===== src/rtl/core/njbt_pkg.sv =====
// Shared types and constants for the join backoff tracker.
package njbt_pkg;

	// Event codes; code 7 has no name and behaves like a poll
	typedef enum logic [2:0] {
		OP_SET_STATE  = 3'd0,
		OP_TICK       = 3'd1,
		OP_COLLISION  = 3'd2,
		OP_FAILED_JOIN = 3'd3,
		OP_RESET_BACKOFF = 3'd4,
		OP_KEEP_ALIVE = 3'd5,
		OP_POLL       = 3'd6
	} op_t;

	// Association states; codes 5 to 7 are not states
	typedef enum logic [2:0] {
		ST_IDLE     = 3'd0,
		ST_SCANNING = 3'd1,
		ST_SYNCED   = 3'd2,
		ST_JOINING  = 3'd3,
		ST_JOINED   = 3'd4
	} assoc_t;

	// Configuration register indexes
	localparam logic [1:0] CFG_GATEWAY_LOSS = 2'd0;
	localparam logic [1:0] CFG_JOIN_TIMEOUT = 2'd1;
	localparam logic [1:0] CFG_MIN_EXP      = 2'd2;
	localparam logic [1:0] CFG_MAX_EXP      = 2'd3;

	// Configuration reset values
	localparam logic [31:0] GATEWAY_LOSS_RESET = 32'd1000;
	localparam logic [31:0] JOIN_TIMEOUT_RESET = 32'd5000000;
	localparam logic [3:0]  MIN_EXP_RESET      = 4'd5;
	localparam logic [3:0]  MAX_EXP_RESET      = 4'd9;

	// Largest value the backoff countdown can hold
	localparam logic [8:0] COUNT_MAX = 9'd511;

	typedef struct packed {
		logic [31:0] gateway_loss_slots;
		logic [31:0] join_timeout_ticks;
		logic [3:0]  min_exponent;
		logic [3:0]  max_exponent;
	} cfg_t;

	typedef struct packed {
		logic [2:0]  operation;
		logic [2:0]  new_state;
		logic [31:0] slot_number;
		logic [31:0] now_time;
		logic [31:0] synced_time;
		logic [15:0] random_word;
	} item_t;

	typedef struct packed {
		logic [2:0] join_state;
		logic       is_joined;
		logic       ready_to_join;
		logic       gateway_lost;
		logic       join_timed_out;
		logic [8:0] backoff_slots_left;
	} result_t;

endpackage


===== src/rtl/core/njbt_cfg_regs.sv =====
// Configuration register file for the join backoff tracker.
module njbt_cfg_regs (
	input  logic              clk,
	input  logic              arst_n,
	input  logic              cfg_valid,
	input  logic [1:0]        cfg_index,
	input  logic [31:0]       cfg_data,
	output njbt_pkg::cfg_t    cfg
);

	njbt_pkg::cfg_t cfg_q;

	// Write the addressed register
	always_ff @(posedge clk or negedge arst_n) begin
		if (!arst_n) begin
			cfg_q.gateway_loss_slots <= njbt_pkg::GATEWAY_LOSS_RESET;
			cfg_q.join_timeout_ticks <= njbt_pkg::JOIN_TIMEOUT_RESET;
			cfg_q.min_exponent       <= njbt_pkg::MIN_EXP_RESET;
			cfg_q.max_exponent       <= njbt_pkg::MAX_EXP_RESET;
		end else if (cfg_valid) begin
			case (cfg_index)
				njbt_pkg::CFG_GATEWAY_LOSS: cfg_q.gateway_loss_slots <= cfg_data;
				njbt_pkg::CFG_JOIN_TIMEOUT: cfg_q.join_timeout_ticks <= cfg_data;
				njbt_pkg::CFG_MIN_EXP:      cfg_q.min_exponent       <= cfg_data[3:0];
				njbt_pkg::CFG_MAX_EXP:      cfg_q.max_exponent       <= cfg_data[3:0];
				default: ;
			endcase
		end
	end

	assign cfg = cfg_q;

endmodule


===== src/rtl/core/njbt_tracker.sv =====
// Association state, backoff state and the per-event update and flag logic.
module njbt_tracker (
	input  logic                clk,
	input  logic                arst_n,
	input  logic                advance,
	input  njbt_pkg::item_t     item,
	input  njbt_pkg::cfg_t      cfg,
	output njbt_pkg::result_t   result
);

	njbt_pkg::assoc_t state_q, state_nxt;
	logic             started_q, started_nxt;
	logic [3:0]       exp_q, exp_nxt;
	logic [8:0]       count_q, count_nxt;
	logic [31:0]      gw_slot_q, gw_slot_nxt;

	logic [4:0]       exp_inc;
	logic [3:0]       exp_coll;
	logic [15:0]      mask;
	logic [15:0]      masked;
	logic [8:0]       count_coll;
	logic [31:0]      slot_dist;
	logic [31:0]      time_dist;

	// Work out the exponent and countdown a collision would give
	always_comb begin
		exp_inc = {1'b0, exp_q} + 5'd1;
		if (!started_q) begin
			exp_coll = cfg.min_exponent;
		end else if (exp_inc < {1'b0, cfg.max_exponent}) begin
			exp_coll = exp_inc[3:0];
		end else begin
			exp_coll = cfg.max_exponent;
		end
		mask   = 16'((17'd1 << exp_coll) - 17'd1);
		masked = item.random_word & mask;
		count_coll = (masked > {7'd0, njbt_pkg::COUNT_MAX}) ? njbt_pkg::COUNT_MAX
			: masked[8:0];
	end

	// Decode the event into the next state
	always_comb begin
		state_nxt   = state_q;
		started_nxt = started_q;
		exp_nxt     = exp_q;
		count_nxt   = count_q;
		gw_slot_nxt = gw_slot_q;
		case (njbt_pkg::op_t'(item.operation))
			njbt_pkg::OP_SET_STATE: begin
				if (item.new_state <= njbt_pkg::ST_JOINED) begin
					state_nxt = njbt_pkg::assoc_t'(item.new_state);
				end
			end
			njbt_pkg::OP_TICK: begin
				if (count_q != 9'd0) begin
					count_nxt = count_q - 9'd1;
				end
			end
			njbt_pkg::OP_COLLISION: begin
				started_nxt = 1'b1;
				exp_nxt     = exp_coll;
				count_nxt   = count_coll;
			end
			njbt_pkg::OP_FAILED_JOIN: begin
				started_nxt = 1'b1;
				exp_nxt     = exp_coll;
				count_nxt   = count_coll;
				state_nxt   = njbt_pkg::ST_SYNCED;
			end
			njbt_pkg::OP_RESET_BACKOFF: begin
				started_nxt = 1'b0;
				exp_nxt     = 4'd0;
				count_nxt   = 9'd0;
			end
			njbt_pkg::OP_KEEP_ALIVE: begin
				gw_slot_nxt = item.slot_number;
			end
			default: ;
		endcase
	end

	// Derive the flags from the state after the event
	always_comb begin
		slot_dist = item.slot_number - gw_slot_nxt;
		time_dist = item.now_time - item.synced_time;
		result.join_state    = state_nxt;
		result.is_joined     = (state_nxt == njbt_pkg::ST_JOINED);
		result.ready_to_join = (state_nxt == njbt_pkg::ST_SYNCED) && (count_nxt == 9'd0);
		result.gateway_lost  = (state_nxt == njbt_pkg::ST_JOINED)
			&& (slot_dist > cfg.gateway_loss_slots);
		result.join_timed_out = ((state_nxt == njbt_pkg::ST_SYNCED)
			|| (state_nxt == njbt_pkg::ST_JOINING))
			&& (time_dist > cfg.join_timeout_ticks);
		result.backoff_slots_left = count_nxt;
	end

	// Commit the update when the item moves on
	always_ff @(posedge clk or negedge arst_n) begin
		if (!arst_n) begin
			state_q   <= njbt_pkg::ST_IDLE;
			started_q <= 1'b0;
			exp_q     <= 4'd0;
			count_q   <= 9'd0;
			gw_slot_q <= 32'd0;
		end else if (advance) begin
			state_q   <= state_nxt;
			started_q <= started_nxt;
			exp_q     <= exp_nxt;
			count_q   <= count_nxt;
			gw_slot_q <= gw_slot_nxt;
		end
	end

endmodule


===== src/rtl/core/node_join_backoff_tracker_core.sv =====
// Join backoff tracker: input register, event update and result register.
// The tracker takes one event item per clock cycle while item_stall is low and gives one result
// item for each: the item is held in an input register, the state update and flag compares run
// as one pass of logic, and the result lands in an output register, from which it is presented as valid.
// A stall on the result side holds the output register and, through it, the input register;
// a new item is still taken while a finished result waits, as long as the input register
// is empty. Configuration writes are always ready and take effect on the next cycle.
module node_join_backoff_tracker_core (
	input  logic        clk,
	input  logic        arst_n,
	// event channel
	input  logic        item_valid,
	output logic        item_stall,
	input  logic [2:0]  operation,
	input  logic [2:0]  new_state,
	input  logic [31:0] slot_number,
	input  logic [31:0] now_time,
	input  logic [31:0] synced_time,
	input  logic [15:0] random_word,
	// result channel
	output logic        result_valid,
	input  logic        result_stall,
	output logic [2:0]  join_state,
	output logic        is_joined,
	output logic        ready_to_join,
	output logic        gateway_lost,
	output logic        join_timed_out,
	output logic [8:0]  backoff_slots_left,
	// configuration channel
	input  logic        cfg_valid,
	output logic        cfg_ready,
	input  logic [1:0]  cfg_index,
	input  logic [31:0] cfg_data
);

	njbt_pkg::cfg_t    cfg;
	njbt_pkg::item_t   item_s1;
	logic              valid_s1;
	njbt_pkg::result_t result_nxt;
	njbt_pkg::result_t result_s2;
	logic              valid_s2;
	logic              s2_free;
	logic              advance;
	logic              take_item;

	assign cfg_ready = 1'b1;

	njbt_cfg_regs u_cfg (
		.clk       (clk),
		.arst_n    (arst_n),
		.cfg_valid (cfg_valid),
		.cfg_index (cfg_index),
		.cfg_data  (cfg_data),
		.cfg       (cfg)
	);

	// Handshake between the two register stages
	assign s2_free    = !valid_s2 || !result_stall;
	assign advance    = valid_s1 && s2_free;
	assign item_stall = valid_s1 && !s2_free;
	assign take_item  = item_valid && !item_stall;

	// Hold the accepted item
	always_ff @(posedge clk or negedge arst_n) begin
		if (!arst_n) begin
			valid_s1 <= 1'b0;
		end else if (!valid_s1 || s2_free) begin
			valid_s1 <= item_valid;
		end
	end

	always_ff @(posedge clk) begin
		if (take_item) begin
			item_s1.operation   <= operation;
			item_s1.new_state   <= new_state;
			item_s1.slot_number <= slot_number;
			item_s1.now_time    <= now_time;
			item_s1.synced_time <= synced_time;
			item_s1.random_word <= random_word;
		end
	end

	njbt_tracker u_tracker (
		.clk    (clk),
		.arst_n (arst_n),
		.advance(advance),
		.item   (item_s1),
		.cfg    (cfg),
		.result (result_nxt)
	);

	// Capture the result and hold it while stalled
	always_ff @(posedge clk or negedge arst_n) begin
		if (!arst_n) begin
			valid_s2 <= 1'b0;
		end else if (s2_free) begin
			valid_s2 <= valid_s1;
		end
	end

	always_ff @(posedge clk) begin
		if (advance) begin
			result_s2 <= result_nxt;
		end
	end

	assign result_valid       = valid_s2;
	assign join_state         = result_s2.join_state;
	assign is_joined          = result_s2.is_joined;
	assign ready_to_join      = result_s2.ready_to_join;
	assign gateway_lost       = result_s2.gateway_lost;
	assign join_timed_out     = result_s2.join_timed_out;
	assign backoff_slots_left = result_s2.backoff_slots_left;

	// An accepted item is in the input register on the next cycle
	a_item_lands: assert property (@(posedge clk) disable iff (!arst_n)
		take_item |=> valid_s1)
		else $error("accepted item missing from input register");

	// A stalled result is not overwritten by a moving item
	a_no_overrun: assert property (@(posedge clk) disable iff (!arst_n)
		(valid_s2 && result_stall) |-> !advance)
		else $error("result register overwritten while stalled");

	// Ready to join only in the synced state with the countdown run out
	a_ready_flag: assert property (@(posedge clk) disable iff (!arst_n)
		(result_valid && ready_to_join) |->
			(join_state == njbt_pkg::ST_SYNCED && backoff_slots_left == 9'd0))
		else $error("ready_to_join inconsistent with state or countdown");

	// Gateway loss is only reported when joined
	a_lost_joined: assert property (@(posedge clk) disable iff (!arst_n)
		(result_valid && gateway_lost) |-> (is_joined && join_state == njbt_pkg::ST_JOINED))
		else $error("gateway_lost reported outside the joined state");

endmodule

===== config.mk =====
export PLATFORM = sky130hd
export DESIGN_NAME = node_join_backoff_tracker_core
export DESIGN_NICKNAME = d
export VERILOG_FILES = /design/src/rtl/core/njbt_pkg.sv /design/src/rtl/core/njbt_cfg_regs.sv /design/src/rtl/core/njbt_tracker.sv /design/src/rtl/core/node_join_backoff_tracker_core.sv
export SDC_FILE = /design/constraint.sdc
export NUM_CORES = 1
export LEC_CHECK = 0
export ABC_AREA = 1
export BUFFER_PORTS_ARGS = -buffer_cell sky130_fd_sc_hd__buf_2
export CORE_ASPECT_RATIO = 0.9
export CORE_MARGIN = 2
export CORE_UTILIZATION = 45
export DETAILED_ROUTE_END_ITERATION = 8
export PLACE_DENSITY = 0.73
export SLEW_MARGIN = 25
export SYNTH_ARGS = -nofsm -noshare
export SYNTH_HDL_FRONTEND = slang
export SYNTH_SLANG_ARGS = --single-unit

===== constraint.sdc =====
create_clock -name clk -period 6.75 [get_ports clk]
set_input_delay 0.3375 -clock clk [delete_from_list [all_inputs] [get_ports clk]]
set_output_delay 0.3375 -clock clk [all_outputs]
set_load 0.03 [all_outputs]

* After elaboration in Yosys (flattened, before gate mapping) *
Index checks and enable logic that the tools add are counted.

word-level totals
  register bits = 257
  input port bits = 157
  output and inout port bits = 19
  logic and storage cells = 81

operators by class
  $add $sub $neg = 5
  order comparisons = 5
  equal/unequal tests = 11
  shifts and indexed selects = 1
  mux-type cells = 10
  bitwise logic cells = 1
  reduce and logical (&&, ||, !) cells = 25

operators by type and width
  kind                     count
  $gt A32 B32 Y1           2
  $sub A32 B32 Y32         2
  $mux W32                 1
  $pmux W9 S3              1
  $mux W9                  2
  $and A16 B16 Y16         1
  $gt A16 B9 Y1 const B    1
  $shl A1 B4 Y16 const A   1
  $sub A16 B1 Y16 const B  1
  $eq A3 B2 Y1 const B     4
  $reduce_and A2 Y1        5
  $eq A3 B3 Y1 const B     3
  $logic_not A9 Y1         1
  $reduce_bool A9 Y1       1
  $sub A9 B1 Y9 const B    1
  $mux W4                  2
  $pmux W4 S2              1
  $logic_and A1 B1 Y1      6
  $pmux W3 S2              1
  $add A4 B1 Y5 const B    1
  $logic_not A1 Y1         5
  $lt A5 B4 Y1             1
  $eq A2 B2 Y1 const B     2
  $eq A3 B1 Y1 const B     1
  9 further kinds          11

* Depth between registers and ports, before layout *
Gate-level depths: netlist of run 1.

  word-level depth = 12
  depth in mapped cells = 30
  depth with buffers taken out = 30

* Hierarchy *
A second synthesis of run 1 with hierarchy kept.

unflattened totals
  cell total of the unflattened synthesis = 1714
  area total of the unflattened synthesis = 15207.1 sq um

modules (own cells, without submodules)
  module                          times used  cells each  area each (sq um)  seq. area each (sq um)
  njbt_tracker                    1           1246        8144.1             1226.2
  node_join_backoff_tracker_core  1           148         4130.2             4073.9
  njbt_cfg_regs                   1           320         2932.8             1824.2

* Worst setup path before layout of run 1 *
OpenSTA, ideal clock, no wires.

  path type = register to register
  from = reg item_s1[116] (netlist bit)
  to = reg result_s2 (netlist bit gateway_lost) (data pin)
  library setup time = 174 ps
  arrival = 4145 ps
  required time = 6576 ps
  setup slack = 2431 ps
  stages on the path, launching flop included = 30
  buffers on the path = 1
  clock period less this slack = 4319 ps
  cells stage by stage = edfxtp_1 > inv_1 > nand3_1 > clkbuf_1 > nand2_1 > o21ai_0 > fa_1 > nand3_1 > nand2_1 > nand2_1 > nand2_1 > nand2_1 > nand2_1 > a21oi_1 > o21ai_1 > a21oi_1 > o21ai_1 > a21oi_1 > o21ai_1 > nand2_1 > nand2_1 > nand2_1 > nand2_1 > ha_1 > nand2_1 > inv_1 > nand4_1 > nor4_1 > a211oi_1 > a311oi_1

RTL lines
  what                  RTL line                               RTL
  start, declared       node_join_backoff_tracker_core.sv:37   njbt_pkg::item_t item_s1;
  end signal, assigned  node_join_backoff_tracker_core.sv:103  result_s2 <= result_nxt;
  end, declared         node_join_backoff_tracker_core.sv:40   njbt_pkg::result_t result_s2;

==> run_results.csv, run 1 <==
group,metric,value,unit
min_path,min_path_cells,3,
synth,synth_nets,1961,
synth,synth-seq-cells,256,
power,pwr-share-seq,33.3,%
timing,relSlewSlack,36.9,%
min_path,hold_path_end,"u_cfg.cfg[45]",
global_routing,grt_antenna_before_repair,1,
power,vdd_ir_drop_max,0.242,mV
clock_network,cts_tree,"yes",
critical_path,cp-end-kind,"flip-flop",
route,drc_errors,0,
timing,skew,0.0190,ns
global_routing,grt_overflow,0,
status,status,"completed",
synth,synth_area_leaders,"edfxtp_1 27%, dfrtp_1 18%, ha_1 11%",
synth,syn_area,14900,µm²
timing,fin_tns_setup,0,ns
critical_path,r2r_slack,1.43,ns
power,power.share.clock,24.3,%
synth,synth_area_leader_cell,"edfxtp_1",
final_layout,mostFrequentLayoutCells,"336 x nand2_1, 271 x inv_1, 186 x o21ai_0",
clock_network,clock_path_buffers,3,
timing,finalMaxSlewViolations,0,
critical_path,arrival,5.72,ns
timing,tightest_slew,0.946,ns
min_path,hold_class,"in -> reg",
timing,period_share,78.9,%
floorplan,die_area,34600,µm²
critical_path,cp_max_fo,61,
run,cap_violations,0,
timing,setup_viol,0,
critical_path,required,7.14,ns
clock_network,cts_root_buffer,"clkbuf_16",
placed_design,place.port_buffers,173,
timing,period_needed,5.32,ns
final_layout,syn2layout_area_growth,23.3,%
route,via_per_inst,5.06,
synth,syn_area_per_cell,8.92,µm²
global_routing,grt_pass1_vias,11984,
route,route.vias.total,12220,
min_path,worst_hold_startpoint,"cfg_data[5]",
clock_network,htree_levels,1,
route,drt_iter0_markers,666,
final_layout,drive_above_1_share,14.6,%
floorplan,placementRows,63,
critical_path,timing.rr.start,"item_s1[117]",
floorplan,initial_utilization,45.4,%
power,leakage,8.71,nW
floorplan,ios,176,
power,powerDensity,341,nW/µm²
placed_design,gp_congestion,0.882,
floorplan,die_x,196,µm
critical_path,rr_worst_depth,27,
synth,yosysWarnings,0,
route,drt-total-wl,34900,µm
timing,worst_slack,1.43,ns
clock_network,cts_setup_buffers,0,
power,finalPower,6.25,mW
placed_design,dp_hpwl,25300,µm
global_routing,grt_max_degree,74,
timing,rsz0062_at_grt,"false",
critical_path,reg2reg_to,"gateway_lost",
timing,max_freq,0.188,GHz
clock_network,cts.clk_slew.worst_paths,0.06,ns
power,power_frac_comb,42.4,%
floorplan,die_h,177,µm
route,wl_per_cell,14.5,µm
critical_path,worstSetupPathType,"reg -> reg",
clock_network,cts_resized,0,
final_layout,final_common_cell,"nand2_1",
final_layout,final_nets,2259,
critical_path,cp-start-kind,"flip-flop",
timing,finalHoldViolCount,0,
power,p_int,3.86,mW
clock_network,cts_sinks,256,
synth,netlist_instances,1670,
route,dr.pass1.iters,7,
clock_network,cts_buffers,27,
floorplan,core_region_area,32800,µm²
route,ant_nets,0,
synth,synth_cell_types,53,
power,p_sw_share,38.3,%
synth,yosysSeqAreaShare,47.6,%
clock_network,clk_latency,0.56,ns
synth,synth_top_area_share,26.8,%
synth,synthArstFlopShare,48.0,%
power,power.switching,2.40,mW
global_routing,grt_util_all_layers,20.4,%
critical_path,critPathLaunch,"item_s1[117]",
global_routing,grt_pass1_wl,57200,µm
placed_design,pre_cts_slack,1.45,ns
synth,ys.flop_type,"edfxtp_1",
synth,synth_edf_count,133,
clock_network,holdBufCountCts,119,
## layout make-up
cell class | count | area [µm²]
tap | 422 | 528
inverter | 280 | 1050
antenna | 3 | 7.51
multi-input combinational | 1105 | 6660
clock inverter | 10 | 81.3
sequential | 256 | 7090
timing repair buffer | 298 | 2100
fill | 2983 | 14400
clock buffer | 40 | 832
## cells by family (layout without fill, tap and decap cells)
group	Yosys count	after routing	share of synthesized area, %
adders and majority gates	134	134	11.4
buffers and inverters	309	628	7.82
other	1	4	0.0252
xor gates and xnor gates	58	58	3.41
and+or+nand+nor	547	547	16.3
AOI/OAI and AO/OA	364	364	13.4
muxes	1	1	0.0756
DFF	256	256	47.6
## stage by stage
stage               instances  hold slack [ns]  utilization (%)  cell area (µm²)
finish                   2414           0.0373             56.0            18400
global route             2411           0.0566             56.0            18400
CTS                      2411           0.0176             55.9            18300
detailed placement       2242            0.471             49.5            16200
global placement         2242            0.458             49.5            16200
floorplan                1670           0.0419                -            14900
## how the worst max path moves through the flow
stage                     cells after the start  slack [ns]            to
after floorplan                              29        2.43  gateway_lost
after global placement                       27        1.62  gateway_lost
after detailed placement                     27        1.45  gateway_lost
after CTS                                    27        1.43  gateway_lost
after global routing                         27        0.77  gateway_lost
final                                        27        1.43  gateway_lost
## power by group through the flow
stage	Combinational (mW)	Clock, mW	Sequential [mW]
global route	3.06	1.61	2.11
floorplan	1.96	0	2.12
finish	2.65	1.52	2.08
detailed placement	2.59	0	2.11
CTS	2.67	1.55	2.08
global placement	2.52	0	2.10
## state kept, by name (all words and copies together) (netlist names)
name / cells
u_tracker.gw_slot_q: 32
u_tracker.count_q: 9
item_s1: 117
is_joined: 1
gateway_lost: 1
ready_to_join: 1
join_state: 3
u_tracker.exp_q: 4
u_tracker.state_q: 3
result_valid: 1
u_cfg.cfg: 72
valid_s1: 1
u_tracker.started_q: 1
backoff_slots_left: 9
join_timed_out: 1
## worst max-delay path: stages, from the launching register on
cell and delay [ns]:
edfxtp_1 0.47, nand3_2 0.15, buf_4 0.43, o21ai_0 0.26
fa_1 0.48, nand3_1 0.10, nand2_1 0.10, nand2_1 0.11
nand2_1 0.06, nand2_1 0.07, nand2_1 0.05, a21oi_1 0.23
o21ai_1 0.17, a21oi_1 0.31, o21ai_1 0.14, a21oi_1 0.27
o21ai_1 0.14, nand2_1 0.10, nand2_1 0.05, nand2_1 0.06
nand2_1 0.05, ha_1 0.26, nand2_1 0.06, inv_1 0.05
nand4_1 0.15, nor4_1 0.44, a211oi_1 0.16, a311oi_1 0.21
## synthesized netlist by cell type (3+ instances only)
cell type,instances
dfstp_2,18
nand2_1,336
nor2_1,62
inv_1,272
o2111ai_1,3
nor3_1,21
a221oi_1,3
or2_2,7
nand4_1,24
o211ai_1,5
a21boi_0,3
dfrtp_1,105
o221ai_1,7
o21ai_0,186
nor4_1,5
ha_1,132
inv_2,8
nand3_1,61
nand2_2,5
clkbuf_1,27
xor2_1,39
nand3_2,9
o21ai_1,12
a31oi_1,6
nand2_4,4
edfxtp_1,133
a211oi_1,6
o21bai_1,8
a21o_1,4
o21a_1,4
o22ai_1,4
nor2_2,3
xnor2_1,19
a21oi_1,105
## per-layer routing
layer | track usage, % | vias up | part of all wire, %
met5 | 0 | - | 0
li1 | - | 6212 | -
met2 | 36.3 | 252 | 48
met3 | 3.11 | 56 | 4.6
met4 | 5.43 | 0 | 2.5
met1 | 26.0 | 5700 | 45
Power figures use the tool's default switching activity.
==> run 2: changes to the inputs <==
==> constraint.sdc (replaced) <==
create_clock -name clk -period 5.16 [get_ports clk]
set_input_delay 0.258 -clock clk [delete_from_list [all_inputs] [get_ports clk]]
set_output_delay 0.258 -clock clk [all_outputs]
set_load 0.03 [all_outputs]
==> run_results.csv, run 2 (synthesized netlist as in run 1, its figures left out) <==
group,metric,value,unit
floorplan,ios,176,
clock_network,cts_setup_buffers,0,
global_routing,grt_pass1_vias,12029,
critical_path,cp.buffers_inverters,4,
min_path,min_path_cells,3,
power,finalPower,8.29,mW
critical_path,worstSetupPathType,"reg -> reg",
critical_path,critPathTopFamily,"compound AO/OA/AOI/OAI gates",
timing,skew,0.0172,ns
clock_network,htree_levels,1,
critical_path,slowest_stage,"edfxtp_1",
global_routing,grt_util_all_layers,20.2,%
critical_path,cp-start-kind,"flip-flop",
final_layout,final_nets,2287,
clock_network,clk_latency,0.56,ns
min_path,hold_path_end,"u_cfg.cfg[19]",
final_layout,final_common_cell,"nand2_1",
run,cap_violations,0,
timing,rsz0062_at_grt,"false",
timing,period_needed,4.67,ns
route,route.vias.total,12238,
placed_design,dp_cells,2247,
final_layout,largest_reg_flops,117,
timing,finalHoldViolCount,0,
final_layout,regMostFlops,"item_s1",
power,leakage,8.86,nW
global_routing,grt_pass1_wl,56800,µm
final_layout,mostFrequentLayoutCells,"336 x nand2_1, 271 x inv_1, 183 x o21ai_0",
final_layout,final_cell_count_no_fill,2443,
final_layout,multiInputGateArea,6680,µm²
floorplan,die_area,34600,µm²
route,wl_per_cell,14.3,µm
timing,finalMaxSlewViolations,0,
critical_path,cp-end-kind,"flip-flop",
timing,setup_viol,0,
critical_path,rr_worst_depth,28,
min_path,hold_class,"in -> reg",
route,dr.pass1.iters,8,
power,p_sw_share,38.4,%
clock_network,cts_buffers,29,
power,power_frac_comb,42.5,%
global_routing,grt_max_degree,65,
power,power.share.clock,24.7,%
critical_path,timing.rr.start,"item_s1[116]",
placed_design,place.port_buffers,173,
power,power.switching,3.18,mW
final_layout,drive_above_1_share,15.2,%
floorplan,die_x,196,µm
floorplan,initial_utilization,45.4,%
timing,fin_tns_setup,0,ns
power,p_int,5.11,mW
final_layout,fillers,2957,
clock_network,cts.clk_slew.worst_paths,0.06,ns
critical_path,arrival,5.05,ns
timing,period_share,90.6,%
global_routing,grt_overflow,0,
clock_network,cts_sinks,256,
critical_path,r2r_slack,0.49,ns
min_path,worst_hold_startpoint,"cfg_data[11]",
route,via_per_inst,5.01,
critical_path,cp_max_fo,16,
global_routing,grt_antenna_before_repair,1,
route,ant_nets,0,
critical_path,cpMostUsedCell,"nand2_1",
final_layout,ff_latch_area,7090,µm²
critical_path,required,5.54,ns
floorplan,placementRows,63,
timing,max_freq,0.214,GHz
power,powerDensity,444,nW/µm²
route,drc_errors,0,
clock_network,cts_tree,"yes",
final_layout,syn2layout_area_growth,25.4,%
power,vdd_ir_drop_max,0.301,mV
timing,relSlewSlack,50.7,%
final_layout,final_util,57.0,%
clock_network,clock_path_buffers,3,
power,pwr-share-seq,32.8,%
floorplan,die_h,177,µm
timing,tightest_slew,0.736,ns
floorplan,core_region_area,32800,µm²
placed_design,gp_congestion,0.889,
route,drt_iter0_markers,628,
status,status,"completed",
route,drt-total-wl,34800,µm
critical_path,slowest_delay,0.42,ns
clock_network,cts_root_buffer,"clkbuf_16",
critical_path,reg2reg_to,"gateway_lost",
placed_design,dp_hpwl,25500,µm
## run 2: final cells by class
cell class                 count  area share, %
tap                          422           2.83
inverter                     280           5.64
clock buffer                  40           4.76
sequential                   256           38.0
multi-input combinational   1105           35.7
timing repair buffer         324           12.6
antenna                        3         0.0402
clock inverter                13          0.435
## run 2: worst min-delay path, cell delays in order
cell     delay, ns
buf_2         0.10
inv_1         0.11
o21ai_0       0.10
## run 2: power by group through the flow
| stage | clock network (mW) | registers, mW | logic, mW |
|---|---|---|---|
| global route | 2.18 | 2.76 | 4.04 |
| finish | 2.05 | 2.72 | 3.52 |
| detailed placement | 0 | 2.76 | 3.41 |
| CTS | 2.11 | 2.72 | 3.52 |
| floorplan | 0 | 2.78 | 2.57 |
| global placement | 0 | 2.75 | 3.31 |
## run 2: layer usage
| metal | part of all wire (%) | track usage (%) |
|---|---|---|
| met2 | 48 | 35.7 |
| met1 | 44 | 25.8 |
| met3 | 4.5 | 2.81 |
| met5 | 0 | 0 |
| met4 | 2.8 | 6.25 |
## run 2: stage by stage
stage,cell area (µm²),hold WS (ns),setup slack [ns]
after CTS,18700,0.00276,0.330
after global routing,18700,0.0107,0.0741
final,18700,0.0129,0.487
after global placement,16300,0.176,0.545
after floorplan,14900,-0.0376,0.841
after detailed placement,16300,0.179,0.331
## run 2: worst max-delay path by stage
| stage | startpoint | endpoint | slack (ns) | cells past startpoint |
|---|---|---|---|---|
| detailed placement | item_s1[116] | gateway_lost | 0.33 | 29 |
| global placement | item_s1[116] | gateway_lost | 0.54 | 29 |
| global route | item_s1[116] | gateway_lost | 0.07 | 29 |
| finish | item_s1[116] | gateway_lost | 0.49 | 28 |
| CTS | item_s1[116] | gateway_lost | 0.33 | 29 |
| floorplan | item_s1[116] | gateway_lost | 0.84 | 29 |
## run 2: what timing repair did
action | CTS | global route
endpoints found under the setup margin | 0 | 2
hold buffers | 140 | 0
gates resized for setup | 0 | 6
hold endpoints to repair | 175 | 0
